$ cat src/sv/bz2_block_marker_finder_macros.svh
// Assertion macros used by the marker finder match stage
`ifndef BZ2_BLOCK_MARKER_FINDER_MACROS_SVH
`define BZ2_BLOCK_MARKER_FINDER_MACROS_SVH

`ifndef ASSERT_OFF
// same-cycle implication, sampled on clk, off while rst_n is low
`define BBMF_ASSERT_IMP(lbl, ant, con, msg) \
    lbl: assert property (@(posedge clk) disable iff (!rst_n) (ant) |-> (con)) \
        else $error(msg);
// next-cycle implication
`define BBMF_ASSERT_NXT(lbl, ant, con, msg) \
    lbl: assert property (@(posedge clk) disable iff (!rst_n) (ant) |=> (con)) \
        else $error(msg);
`else
`define BBMF_ASSERT_IMP(lbl, ant, con, msg)
`define BBMF_ASSERT_NXT(lbl, ant, con, msg)
`endif

`endif

$ cat src/sv/bbmf_pkg.sv
package bbmf_pkg;

    localparam int COUNT_BITS  = 32;
    localparam int MAGIC_BITS  = 48;
    localparam int WINDOW_BITS = 55;
    localparam int POS_BITS    = 35;
    localparam int POS_CALC_W  = (COUNT_BITS + 3 > POS_BITS) ? COUNT_BITS + 3 : POS_BITS;
    localparam int MIN_BYTES   = MAGIC_BITS / 8;

    typedef logic [COUNT_BITS-1:0]  count_t;
    typedef logic [WINDOW_BITS-1:0] window_t;
    typedef logic [MAGIC_BITS-1:0]  magic_t;
    typedef logic [POS_BITS-1:0]    pos_t;
    typedef logic [2:0]             shift_t;

    typedef enum logic [0:0] {
        REG_BLOCK_MAGIC = 1'b0,
        REG_END_MAGIC   = 1'b1
    } reg_index_t;

    localparam magic_t BLOCK_MAGIC_RST = 48'h3141_5926_5359;
    localparam magic_t END_MAGIC_RST   = 48'h1772_4538_5090;

    // window and count after the newest word, handed from window stage to match stage
    typedef struct packed {
        logic    valid;
        window_t window;
        count_t  count;
    } snap_t;

    typedef struct packed {
        logic   found;
        shift_t shift;
        pos_t   pos;
    } hit_t;

    // Test all eight alignments ending in the newest byte; smallest shift wins.
    function automatic hit_t search(window_t window, count_t count, magic_t magic);
        hit_t                  hit;
        shift_t                tail;
        window_t               shifted;
        logic                  enough;
        logic [POS_CALC_W-1:0] bits;
        hit  = '0;
        bits = POS_CALC_W'({count, 3'b000});
        for (int s = 7; s >= 0; s--)
        begin
            tail    = 3'(~3'(s) + 3'd1);
            shifted = window >> tail;
            if (tail == 3'd0)
                enough = (count >= count_t'(MIN_BYTES));
            else
                enough = (count >= count_t'(MIN_BYTES + 1));
            if (enough && (shifted[MAGIC_BITS-1:0] == magic))
            begin
                hit.found = 1'b1;
                hit.shift = 3'(s);
                hit.pos   = POS_BITS'(bits - POS_CALC_W'(tail) - POS_CALC_W'(MAGIC_BITS));
            end
        end
        return hit;
    endfunction

endpackage

$ cat src/sv/bbmf_if.sv
interface bbmf_in_if;
    import bbmf_pkg::*;

    logic valid;
    logic ready;
    logic [7:0] data_byte;
    logic stream_start;

    modport source (output valid, output data_byte, output stream_start, input ready);
    modport sink   (input valid, input data_byte, input stream_start, output ready);
endinterface

interface bbmf_out_if;
    import bbmf_pkg::*;

    logic   valid;
    logic   ready;
    logic   block_found;
    logic   end_found;
    shift_t bit_shift;
    pos_t   bit_position;

    modport source (output valid, output block_found, output end_found, output bit_shift,
                    output bit_position, input ready);
    modport sink   (input valid, input block_found, input end_found, input bit_shift,
                    input bit_position, output ready);
endinterface

$ cat src/sv/bbmf_window.sv
module bbmf_window
(
    input  logic            clk,
    input  logic            rst_n,
    bbmf_in_if.sink         in_ch,
    input  logic            take,
    output bbmf_pkg::snap_t snap
);
    import bbmf_pkg::*;

    logic    valid_reg, valid_next;
    window_t window_reg, window_next;
    count_t  count_reg, count_next;
    window_t window_base;
    count_t  count_base;
    logic    accept;

    assign in_ch.ready = !valid_reg || take;
    assign accept      = in_ch.valid && in_ch.ready;

    always_comb
    begin
        window_base = in_ch.stream_start ? '0 : window_reg;
        count_base  = in_ch.stream_start ? '0 : count_reg;
        window_next = window_reg;
        count_next  = count_reg;
        valid_next  = valid_reg && !take;
        if (accept)
        begin
            window_next = WINDOW_BITS'({window_base, in_ch.data_byte});
            // saturate at all ones
            count_next  = (&count_base) ? count_base : count_base + count_t'(1);
            valid_next  = 1'b1;
        end
    end

    always_ff @(posedge clk or negedge rst_n)
    begin
        if (!rst_n)
        begin
            valid_reg  <= 1'b0;
            window_reg <= '0;
            count_reg  <= '0;
        end
        else
        begin
            valid_reg  <= valid_next;
            window_reg <= window_next;
            count_reg  <= count_next;
        end
    end

    assign snap.valid  = valid_reg;
    assign snap.window = window_reg;
    assign snap.count  = count_reg;

endmodule

$ cat src/sv/bbmf_match.sv
`include "bz2_block_marker_finder_macros.svh"

module bbmf_match
(
    input  logic                 clk,
    input  logic                 rst_n,
    input  logic                 cfg_we,
    input  bbmf_pkg::reg_index_t cfg_index,
    input  bbmf_pkg::magic_t     cfg_data,
    input  bbmf_pkg::snap_t      snap,
    output logic                 take,
    bbmf_out_if.source           out_ch
);
    import bbmf_pkg::*;

    magic_t block_magic_reg;
    magic_t end_magic_reg;
    logic   out_valid_reg, out_valid_next;
    logic   block_found_reg;
    logic   end_found_reg;
    shift_t bit_shift_reg;
    pos_t   bit_position_reg;
    hit_t   hit_block;
    hit_t   hit_end;
    hit_t   hit_sel;

    always_ff @(posedge clk or negedge rst_n)
    begin
        if (!rst_n)
        begin
            block_magic_reg <= BLOCK_MAGIC_RST;
            end_magic_reg   <= END_MAGIC_RST;
        end
        else if (cfg_we)
        begin
            case (cfg_index)
                REG_BLOCK_MAGIC: block_magic_reg <= cfg_data;
                REG_END_MAGIC:   end_magic_reg   <= cfg_data;
                default:         ;
            endcase
        end
    end

    always_comb
    begin
        hit_block = search(snap.window, snap.count, block_magic_reg);
        hit_end   = search(snap.window, snap.count, end_magic_reg);
        // block match describes the result when both hit
        if (hit_block.found)
            hit_sel = hit_block;
        else
            hit_sel = hit_end;
    end

    assign take           = !out_valid_reg || out_ch.ready;
    assign out_valid_next = take ? snap.valid : out_valid_reg;

    always_ff @(posedge clk or negedge rst_n)
    begin
        if (!rst_n)
            out_valid_reg <= 1'b0;
        else
            out_valid_reg <= out_valid_next;
    end

    always_ff @(posedge clk)
    begin
        if (take && snap.valid)
        begin
            block_found_reg  <= hit_block.found;
            end_found_reg    <= hit_end.found;
            bit_shift_reg    <= hit_sel.shift;
            bit_position_reg <= hit_sel.pos;
        end
    end

    assign out_ch.valid        = out_valid_reg;
    assign out_ch.block_found  = block_found_reg;
    assign out_ch.end_found    = end_found_reg;
    assign out_ch.bit_shift    = bit_shift_reg;
    assign out_ch.bit_position = bit_position_reg;

    `BBMF_ASSERT_IMP(a_no_hit_zero, out_valid_reg && !block_found_reg && !end_found_reg, bit_shift_reg == 3'd0 && bit_position_reg == '0, "fields not zero without a match")
    `BBMF_ASSERT_IMP(a_pos_aligns_shift, out_valid_reg && (block_found_reg || end_found_reg), bit_position_reg[2:0] == bit_shift_reg, "position disagrees with shift")
    `BBMF_ASSERT_IMP(a_short_stream, snap.valid && snap.count < count_t'(MIN_BYTES), !hit_block.found && !hit_end.found, "match before six bytes seen")
    `BBMF_ASSERT_NXT(a_stage_held, snap.valid && !take, snap.valid, "window stage dropped a word")

endmodule

$ cat src/sv/bz2_block_marker_finder.sv
// Bit-aligned search for the two 48-bit bzip2 markers in a byte stream. Each
// accepted word shifts one byte (MSB first) into a 55-bit window and bumps a
// saturating byte count; stream_start clears both first. One result word
// follows every input word, via the window and result registers: block_found
// and end_found flag a marker ending inside that byte, bit_shift gives its
// start offset in its first byte (smallest offset when several align) and
// bit_position its absolute bit index, both for the block marker when both
// match. The block takes one byte per cycle while not stalled, set by the
// single window shift register feeding sixteen parallel 48-bit compares;
// while a result waits it takes one more word into the window stage and then
// holds. Write the magic registers only while no word is in flight.
module bz2_block_marker_finder
(
    input  logic                 clk,
    input  logic                 rst_n,
    input  logic                 cfg_we,
    input  bbmf_pkg::reg_index_t cfg_index,
    input  bbmf_pkg::magic_t     cfg_data,
    bbmf_in_if.sink              in_ch,
    bbmf_out_if.source           out_ch
);
    import bbmf_pkg::*;

    snap_t snap;
    logic  take;

    bbmf_window u_window
    (
        .clk   (clk),
        .rst_n (rst_n),
        .in_ch (in_ch),
        .take  (take),
        .snap  (snap)
    );

    bbmf_match u_match
    (
        .clk       (clk),
        .rst_n     (rst_n),
        .cfg_we    (cfg_we),
        .cfg_index (cfg_index),
        .cfg_data  (cfg_data),
        .snap      (snap),
        .take      (take),
        .out_ch    (out_ch)
    );

endmodule

$ cat src/flat_wrapper.sv
// flat-port wrapper written by rule: the top's interface ports become plain ports
module bz2_block_marker_finder_flat import bbmf_pkg::*;
  (clk, rst_n, cfg_we, cfg_index, cfg_data, in_ch_valid, in_ch_data_byte, in_ch_stream_start, in_ch_ready, out_ch_valid, out_ch_block_found, out_ch_end_found, out_ch_bit_shift, out_ch_bit_position, out_ch_ready);
  bbmf_in_if in_ch_i ();
  bbmf_out_if out_ch_i ();
  input  logic clk;
  input  logic rst_n;
  input  logic cfg_we;
  input  bbmf_pkg::reg_index_t cfg_index;
  input  bbmf_pkg::magic_t cfg_data;
  input wire logic [$bits(in_ch_i.valid)-1:0] in_ch_valid;
  input wire logic [$bits(in_ch_i.data_byte)-1:0] in_ch_data_byte;
  input wire logic [$bits(in_ch_i.stream_start)-1:0] in_ch_stream_start;
  output wire logic [$bits(in_ch_i.ready)-1:0] in_ch_ready;
  output wire logic [$bits(out_ch_i.valid)-1:0] out_ch_valid;
  output wire logic [$bits(out_ch_i.block_found)-1:0] out_ch_block_found;
  output wire logic [$bits(out_ch_i.end_found)-1:0] out_ch_end_found;
  output wire logic [$bits(out_ch_i.bit_shift)-1:0] out_ch_bit_shift;
  output wire logic [$bits(out_ch_i.bit_position)-1:0] out_ch_bit_position;
  input wire logic [$bits(out_ch_i.ready)-1:0] out_ch_ready;
  assign in_ch_i.valid = in_ch_valid;
  assign in_ch_i.data_byte = in_ch_data_byte;
  assign in_ch_i.stream_start = in_ch_stream_start;
  assign in_ch_ready = in_ch_i.ready;
  assign out_ch_valid = out_ch_i.valid;
  assign out_ch_block_found = out_ch_i.block_found;
  assign out_ch_end_found = out_ch_i.end_found;
  assign out_ch_bit_shift = out_ch_i.bit_shift;
  assign out_ch_bit_position = out_ch_i.bit_position;
  assign out_ch_i.ready = out_ch_ready;
  bz2_block_marker_finder u_core (.clk(clk), .rst_n(rst_n), .cfg_we(cfg_we), .cfg_index(cfg_index), .cfg_data(cfg_data), .in_ch(in_ch_i), .out_ch(out_ch_i));
endmodule
$ cat config.mk
export PLATFORM = sky130hd
export DESIGN_NAME = bz2_block_marker_finder_flat
export DESIGN_NICKNAME = d
export VERILOG_FILES = /design/src/sv/bbmf_pkg.sv /design/src/sv/bbmf_if.sv /design/src/sv/bbmf_window.sv /design/src/sv/bbmf_match.sv /design/src/sv/bz2_block_marker_finder.sv /design/src/flat_wrapper.sv
export VERILOG_INCLUDE_DIRS = /design/src /design/src/sv
export SDC_FILE = /design/constraint.sdc
export NUM_CORES = 1
export LEC_CHECK = 0
export BUFFER_PORTS_ARGS = -buffer_cell sky130_fd_sc_hd__buf_2
export CORE_ASPECT_RATIO = 1.25
export CORE_MARGIN = 2
export CORE_UTILIZATION = 50
export DETAILED_ROUTE_END_ITERATION = 10
export PLACE_DENSITY = 0.65
export SLEW_MARGIN = 20
export SYNTH_ARGS = -nofsm -noshare
export SYNTH_HDL_FRONTEND = slang
export SYNTH_HIERARCHICAL = 1
export SYNTH_SLANG_ARGS = --single-unit
$ cat constraint.sdc
create_clock -name clk -period 4 [get_ports clk]
set_input_delay 0.2 -clock clk [delete_from_list [all_inputs] [get_ports clk]]
set_output_delay 0.2 -clock clk [all_outputs]
set_load 0.01 [all_outputs]
==> results of run 1 <==
layout by cell type, fill, tap and decap left out, types with 37 or more instances in the layout:
master         instances
xor2_1               496
xnor2_1              311
buf_4                198
nand2_1              191
nor4_1               153
dfrtp_1              145
nand4_1              124
buf_2                103
mux2_2                98
o21ai_0               81
dlygate4sd3_1         58
nor2_1                53
a21oi_1               46
dfstp_2               38
edfxtp_1              37
logic make-up after synthesis:
logic type | after synthesis
XOR/XNOR | 807
AND/OR/NAND/NOR | 691
buffers and inverters | 288
AO/OA/AOI/OAI | 251
flip-flops | 222
multiplexers | 103
adder cells (fa/ha/maj) | 4
power breakdown:
| part | switching (mW) | internal, mW | total [mW] |
|---|---|---|---|
| Clock | 1.04 | 1.46 | 2.50 |
| Sequential | 0.949 | 2.57 | 3.52 |
| Combinational | 2.14 | 1.63 | 3.77 |
| Total | 4.12 | 5.67 | 9.79 |
path summary, 6_finish.rpt:
path / start / to / slack, ns / depth (start not counted)
worst max-delay path: u_core/u_window/window_reg[11]$_DFFE_PN0P_ / u_core/u_match/out_ch.bit_position[34]$_DFFE_PP_ / 0.07 / 15
worst min-delay path: cfg_data[26] / u_core/u_match/end_magic_reg[26]$_DFFE_PN1P_ / 0.06 / 2
worst max register to register: u_core/u_window/window_reg[11]$_DFFE_PN0P_ / u_core/u_match/out_ch.bit_position[34]$_DFFE_PP_ / 0.07 / 15
worst min register to register: u_core/u_window/valid_reg$_DFF_PN0_ / u_core/u_match/out_ch.valid$_DFFE_PN0N_ / 0.49 / 1
max in group asynchronous: rst_n / u_core/u_match/end_magic_reg[38]$_DFFE_PN1P_ / 2.77 / 3
min in group asynchronous: rst_n / u_core/u_match/end_magic_reg[23]$_DFFE_PN0P_ / 0.27 / 2
per-stage QoR:
step                      util (%)  instance area, sq um  power (mW)
after floorplan                  -                 20900        5.59
after global placement        55.5                 22800        7.04
after detailed placement      55.6                 22800        7.08
after CTS                     59.1                 24300        9.64
after global routing          59.1                 24300        10.1
final                         59.1                 24300        9.79
metal layers:
layer	up-vias	GRT usage [%]	wire, um
met4	2	29.0	7740
met3	461	8.86	10500
met2	1521	67.6	41700
li1	8477	-	-
met5	-	0	13
met1	9952	56.4	37500
layout make-up:
cell class	count	area (sq um)
Tap cell	552	691
Inverter	20	75.1
Sequential cell	222	5790
Clock buffer	37	762
Timing Repair Buffer	388	3160
Fill cell	3707	16800
Clock inverter	10	126
Multi-Input combinational cell	1856	13700
worst reg2reg max path: stages, from the launching register on:
cell and delay, ns:
dfrtp_1 0.80, buf_12 0.28, xor2_1 0.18, nor4_1 0.09, nand4_1 0.12, nor3_1 0.08, buf_4 0.14, nor4_1 0.47
buf_4 0.25, a211oi_4 0.08, buf_12 0.17, nor2_2 0.29, inv_2 0.16, buf_4 0.21, a221oi_1 0.27, a31oi_1 0.09
what timing repair did:
| action | 4_1_cts | 5_1_grt |
|---|---|---|
| hold endpoints to repair | 166 | 0 |
| gates resized for setup | 0 | 3 |
| setup endpoints to repair | 0 | 5 |
| hold buffers | 58 | 0 |
==> results, run 1 <==
- Data arrives at the worst endpoint at 4.24 ns.
- The pin slew with the least headroom to its limit is 0.909 ns.
- In this run the clock root is driven by a clkbuf_16.
- Buffers inserted during clock tree synthesis total 26.
- The via count of the first global-routing pass was about 20000.
- The fraction of layout cells with a size suffix above 1 is 21.3%.
- In this run the horizontal extent of the chip is 187 um.
- The synthesized design devotes to its leading area cell type 20.8% of total area.
- Between clock sinks in the finished design, the worst skew comes to 0.0407 ns.
- The critical path is of the reg2reg type.
- The number of max-cap violations is 0.
- Setup violations remaining at the end of the flow were counted as 0.
- The mux share of post-synthesis cell area is 5.53%.
- Global routing finished with a remaining overflow of 0.
- Sorting the synthesized cells by area gives the leading types as xor2_1, dfrtp_1, xnor2_1, edfxtp_1, mux2_2.
- The fraction of registers with async set or reset after synthesis is between 80% and 90%.
- The xor and xnor fraction of the mapped netlist area is between 30% and 40%.
- The violation count after the first detailed-routing iteration is 2971.
- After synthesis, the most frequently instantiated cells are xor2_1, xnor2_1, buf_2.
- STA classifies the critical path endpoint as a flop.
- The leading register cell type out of synthesis is dfrtp_1.
- For this run, the post-layout net count is 2581.
- The post-synthesis sequential element count is 222.
- The floorplan step defined a core boundary enclosing 0.0411 sq mm.
- In the routed design, unresolved DRC markers number 0.
- Setup repair after global routing left no endpoint under its margin.
- The area share of fa/ha/maj cells after synthesis is 0.240%.
- The run finished with clean final reports.
- The count of nets left with antenna violations once routing finished came out at 0.
- The cell repeated most along the worst path is buf_4.
- The clock slew seen by the registers of the worst setup and hold paths is 0.06 ns.
- The cell area that synthesis handed to floorplanning was 0.0209 sq mm.
- The number of placed I/O pins is roughly 110.
- After Yosys synthesis, and, or, nand and nor cells account for between 15 and 20% of the synthesized area.
- After detailed routing, the total wire length is 97500 um.
- The accumulated negative setup slack is 0 ns.
- The detailed-routing iteration count for the pre-antenna-repair pass is 8.
- By area, the combinational part of the netlist is dominated by XOR/XNOR gates.
- The number of synthesized flops with an enable pin is 37.
- Of all cell types, the one taking the most synthesized area is xor2_1.
- The clock passes through at most 3 buffers.
- The distinct cell type count after synthesis is 81.
- On the final layout, the worst hold slack is 0.0555 ns.
- Sequential cells were found to cover 27.8% of the synthesized design area.
- The cell count after synthesis came out at 2366.
- The die area is 0.0434 sq mm.
- The largest fanout of any net on the critical path is 14.
- In this design, the stage delay of the slowest critical-path cell is 0.80 ns.
- In the global route stage, overall resource usage came out at 44.0%.
- The data required time of the worst path is 4.31 ns.
- The number of vias per cell is between 6 and 7.
- Once layout is complete, the cells apart from fillers number 3085.
- The tree built by TritonCTS fans out to between 200 and 250 sinks.
- The final hold violation count is 0.
- The routed length per placed instance is roughly 32 um.
- In this run the vertical extent of the chip is 232 um.
- Broken down by cell family, the worst path's largest delay share belongs to buffers and inverters.
- The final route contains 20400 vias.
- The share of the clock period used by the worst path after layout is 98.1%.
- The number of nets handed over by synthesis was 2433.
- The number of buffer and inverter instances along the worst setup path is 6.
- The later pin in the worst-skew pair is clocked with a latency of 0.59 ns.
- Across the VDD grid, the largest voltage drop is 0.407 mV.
- Among all stages on the critical path, the largest delay is contributed by dfrtp_1.
- The critical path goes through buf_12, xor2_1, nor4_1, nand4_1, nor3_1, buf_4, nor4_1, buf_4, a211oi_4, buf_12, nor2_2, inv_2, buf_4, a221oi_1, a31oi_1.
- In this run the tool buffered the top-level ports with 104 buffer cells.
- The pre-CTS setup slack is about 0.17 ns.
- Compared with the post-synthesis result, the final layout area differs by 16.7%.
- Routability-driven placement finished with a final weighted congestion of 1.08.
- The TritonCTS clock tree is yes.
- After synthesis, the mean cell area works out to between 8 and 9 sq um.
- The post-route worst setup slack is 0.0742 ns.
- The number of antenna violations at the first check in global routing is 1.
- The top achievable clock speed is 255 MHz.
- The initial utilization of the core area, before any placement, comes to between 50 and 60%.
- Power spread over the standard cell area amounts to 403 mW/mm^2.
- The count of synthesis-stage warnings from yosys is 6.
- For the finished layout, the period the worst path requires is 3.93 ns.
- The deepest level of the CTS H-tree is 1.
- Detailed placement finished with a half-perimeter wire length of between 60000 and 70000 um.
- For this design the static power due to leakage is 10.2 nW.
- The placed cell count is 2980.
- The largest net degree at the start of global routing is 86.
- Yosys instantiated no cell more often than xor2_1.
- The category of the worst setup path launch point is a flop.
- The max-slew violation count is 0.
- The first-pass GRT wire length is 139000 um.
- The number of antenna repair diodes is 0.
- The worst hold path class is in2reg.
- Buffers added to address setup during post-CTS repair amount to 0.
- The synthesized netlist devotes under 10% of its cell area to compound gates.
- Headroom to the max-slew limit came out at 38.9%.
- The floorplan has 83 rows.
- The register with the most flip-flops in the layout has 55 of them.
Power figures use the tool's default switching activity.
==> inputs of run 2 (changes only) <==
--- a/config.mk
+++ b/config.mk
@@ -11,7 +11,7 @@
 export CORE_MARGIN = 2
 export CORE_UTILIZATION = 50
 export DETAILED_ROUTE_END_ITERATION = 10
-export PLACE_DENSITY = 0.65
+export PLACE_DENSITY_LB_ADDON = 0.1
 export SLEW_MARGIN = 20
 export SYNTH_ARGS = -nofsm -noshare
 export SYNTH_HDL_FRONTEND = slang
==> constraint.sdc (replaced) <==
create_clock -name clk -period 3.9 [get_ports clk]
set_input_delay 0.78 -clock clk [delete_from_list [all_inputs] [get_ports clk]]
set_output_delay 0.78 -clock clk [all_outputs]
set_load 0.01 [all_outputs]
==> results, run 2 (synthesis results as in run 1) <==
- The pin slew with the least headroom to its limit is 0.979 ns (+0.0696 ns).
- The worst setup path is captured at a flop.
- The category of the worst setup path launch point is a flop.
- The number of placed I/O pins is 105 (unchanged).
- The routed length per placed instance came to 33.3 um (+5.4%).
- The number of vias per cell was 6.65 (+0.53%).
- The startpoint identified for the worst register-to-register timing path is u_core/u_window/window_reg[6]$_DFFE_PN0P_.
- The worst clock skew was 0.0183 ns (-0.0224 ns).
- The number of max-cap violations was 0 (unchanged).
- The tree is rooted in a clkbuf_16.
- The largest net degree at the start of global routing came to 73 (-15%).
- The headroom to the max-slew limit came to 34.7% (-4.2 points).
- The die boundary height was 232 um (unchanged).
- The launching element of the worst setup path is u_core/u_window/window_reg[6]$_DFFE_PN0P_.
- The biggest cell delay along the critical path is 0.63 ns (-0.17 ns).
- The overall overflow remaining after global route is 0 (unchanged).
- The detailed-routing iteration count for the pre-antenna-repair pass is 8 (unchanged).
- The TritonCTS sink count is 222 (unchanged).
- The clock slew seen by the registers of the worst setup and hold paths is 0.07 ns (about the same).
- The number of flip-flops in the largest register is 55 (unchanged).
- The count of input and output buffers is 104 (unchanged).
- The number of hold buffers added after CTS is 0 (-100%).
- The total routed wirelength is 103000 um (+5.4%).
- The clock period minus worst slack came to 3.91 ns (-0.0132 ns).
- The max-slew violation count is 0 (unchanged).
- The layout overhead on the synthesized area is 17.7%.
- Setup repair after global routing left no endpoint under its margin.
- The data required time of the worst path is 4.27 ns (-0.04 ns).
- The largest fanout of any net on the critical path came to 12 (-2).
- Traced cell by cell, the critical path runs through buf_4, buf_4, xnor2_1, nand4_1, nor4_4, and3_1, or4_1, o31ai_4, buf_12, buf_12, buf_4, o221a_2, a221oi_1.
- The fraction of layout cells with a size suffix above 1 is 24.2% (+2.9 points).
- The number of endpoints failing setup at the final stage is 1 (+1).
- The count of nets left with antenna violations after detail routing came to 0 (unchanged).
- The top achievable clock speed is 256 MHz (+0.34%).
- The via count of the first global-routing pass is 20400 (+3.2%).
- The starting density of the core came to 50.7% (unchanged).
- The first-pass GRT wire length is 146000 um (+4.6%).
- The HPWL after detailed placement is 74200 um (+6.3%).
- The horizontal die dimension is 187 um (unchanged).
- The die area is 0.0434 sq mm (unchanged).
- The post-route DRC violation count is 0 (unchanged).
- The critical path data arrival time was 4.28 ns (+0.04 ns).
- The core region area is 0.0411 sq mm (unchanged).
- Leaving out fill and tap cells, the most frequent cells in the layout are xor2_1, xnor2_1, buf_4, nand2_1, nor4_1.
- The areal power density over the cells was 426 mW/mm^2 (+5.9%).
- The global router's overall resource usage is 46.5% (+2.5 points).
- The worst setup path is of the reg2reg kind.
- The number of antenna violations at the first check in global routing was 7 (+6).
- The TritonCTS clock tree is yes.
- The run finished, with violations left.
- The number of rows created at floorplan is 83 (unchanged).
- The largest individual stage delay along the critical path comes from the cell dfrtp_1.
- The library cell used most frequently in the layout, excluding fill and tap cells, is xor2_1.
- The final hold violation count came to 0 (unchanged).
- The total CTS buffers came to 27 (+3.8%).
- The accumulated negative setup slack is -0.0126 ns (-0.0126 ns).
- The pre-CTS setup slack is -0.177 ns (-0.350 ns).
- The final net count was 2576 (-0.19%).
- The largest vdd supply drop is 0.538 mV (+32%).
- The violation count after the first detailed-routing iteration is 2441 (-18%).
- The total via count in the routed design is 20500 (+0.56%).
- The largest buffer count on any clock path came to 3 (unchanged).
- The insertion delay of the later-clocked pin in the worst-skew pair is 0.59 ns (about the same).
- The final-layout fill cell count came to 3638 (-1.9%).
- The weighted congestion at the end of routability-driven global placement is 1.15 (+6.2%).
- The leakage power of the design is 10.4 nW (+1.3%).
- The path class of the tightest hold or removal check is in2async.
- The cell repeated most along the worst path is buf_4.
- The post-route worst setup slack is -0.0126 ns (-0.0868 ns).
- The deepest level of the CTS H-tree is 1 (unchanged).
- The share of the clock period used by the worst path after layout is 100% (+2.2 points).
- The checks that failed: negative setup slack.
-- run 2: final cells by class --
class | instances | area [sq um] | area share, %
multi-input cells | 1856 | 13800 | 56.3
flip-flops and latches | 222 | 5800 | 23.6
repair buffers | 382 | 3180 | 13.0
clock buffers | 33 | 728 | 2.97
well taps | 552 | 691 | 2.81
clock inverters | 16 | 240 | 0.979
inverters | 20 | 75.1 | 0.306
diodes | 5 | 12.5 | 0.0510
-- run 2: metal layers --
| layer | vias to the layer above | part of all wire, % | global-route usage (%) |
|---|---|---|---|
| met4 | 2 | 10 | 39.1 |
| li1 | 8468 | - | - |
| met3 | 594 | 11 | 11.1 |
| met2 | 1622 | 44 | 73.8 |
| met1 | 9842 | 35 | 53.3 |
| met5 | - | 0.0068 | 0 |
-- run 2: metrics by stage --
| step | cell area, sq um | cells | power, mW | utilization [%] | hold WS, ns |
|---|---|---|---|---|---|
| after global placement | 23400 | 3029 | 7.42 | 56.9 | 0.473 |
| after floorplan | 20900 | 2366 | 5.73 | - | 0.445 |
| final | 24500 | 3086 | 10.5 | 59.7 | 0.207 |
| after detailed placement | 23400 | 3029 | 7.45 | 56.9 | 0.486 |
| after global routing | 24500 | 3084 | 10.8 | 59.7 | 0.228 |
| after CTS | 24400 | 3078 | 10.3 | 59.4 | 0.194 |
-- run 2: power breakdown --
| part | internal (mW) | total (mW) | switching, mW |
|---|---|---|---|
| clock network | 1.67 | 2.81 | 1.14 |
| registers | 2.64 | 3.45 | 0.803 |
| logic | 1.77 | 4.21 | 2.44 |
| total | 6.09 | 10.5 | 4.38 |
-- run 2: worst paths after layout --
| path | endpoint | slack [ns] | cells after the start |
|---|---|---|---|
| setup / recovery | u_core/u_match/out_ch.bit_position[21]$_DFFE_PP_ | -0.01 | 13 |
| hold / removal | u_core/u_match/block_magic_reg[41]$_DFFE_PN0P_ | 0.21 | 1 |
| setup reg to reg | u_core/u_match/out_ch.bit_position[21]$_DFFE_PP_ | -0.01 | 13 |
| hold reg to reg | u_core/u_match/out_ch.valid$_DFFE_PN0N_ | 0.50 | 1 |
| max in group asynchronous | u_core/u_match/block_magic_reg[12]$_DFFE_PN1P_ | 2.82 | 2 |
| min in group clk | u_core/u_window/window_reg[1]$_DFFE_PN0P_ | 0.38 | 3 |
-- run 2: worst max-delay path: cells and delay by family, from the launching register on --
kind / cells / cell delay, ns
xor gates and xnor gates: 1 / 0.19
and+or+nand+nor: 4 / 1.19
DFF: 1 / 0.63
buffers and inverters: 5 / 0.98
AOI/OAI and AO/OA: 3 / 0.67
-- run 2: repair_timing --
action,CTS,global route
setup buffers,0,3
pin swaps,0,3
setup endpoints to repair,14,26
resized for setup,6,20
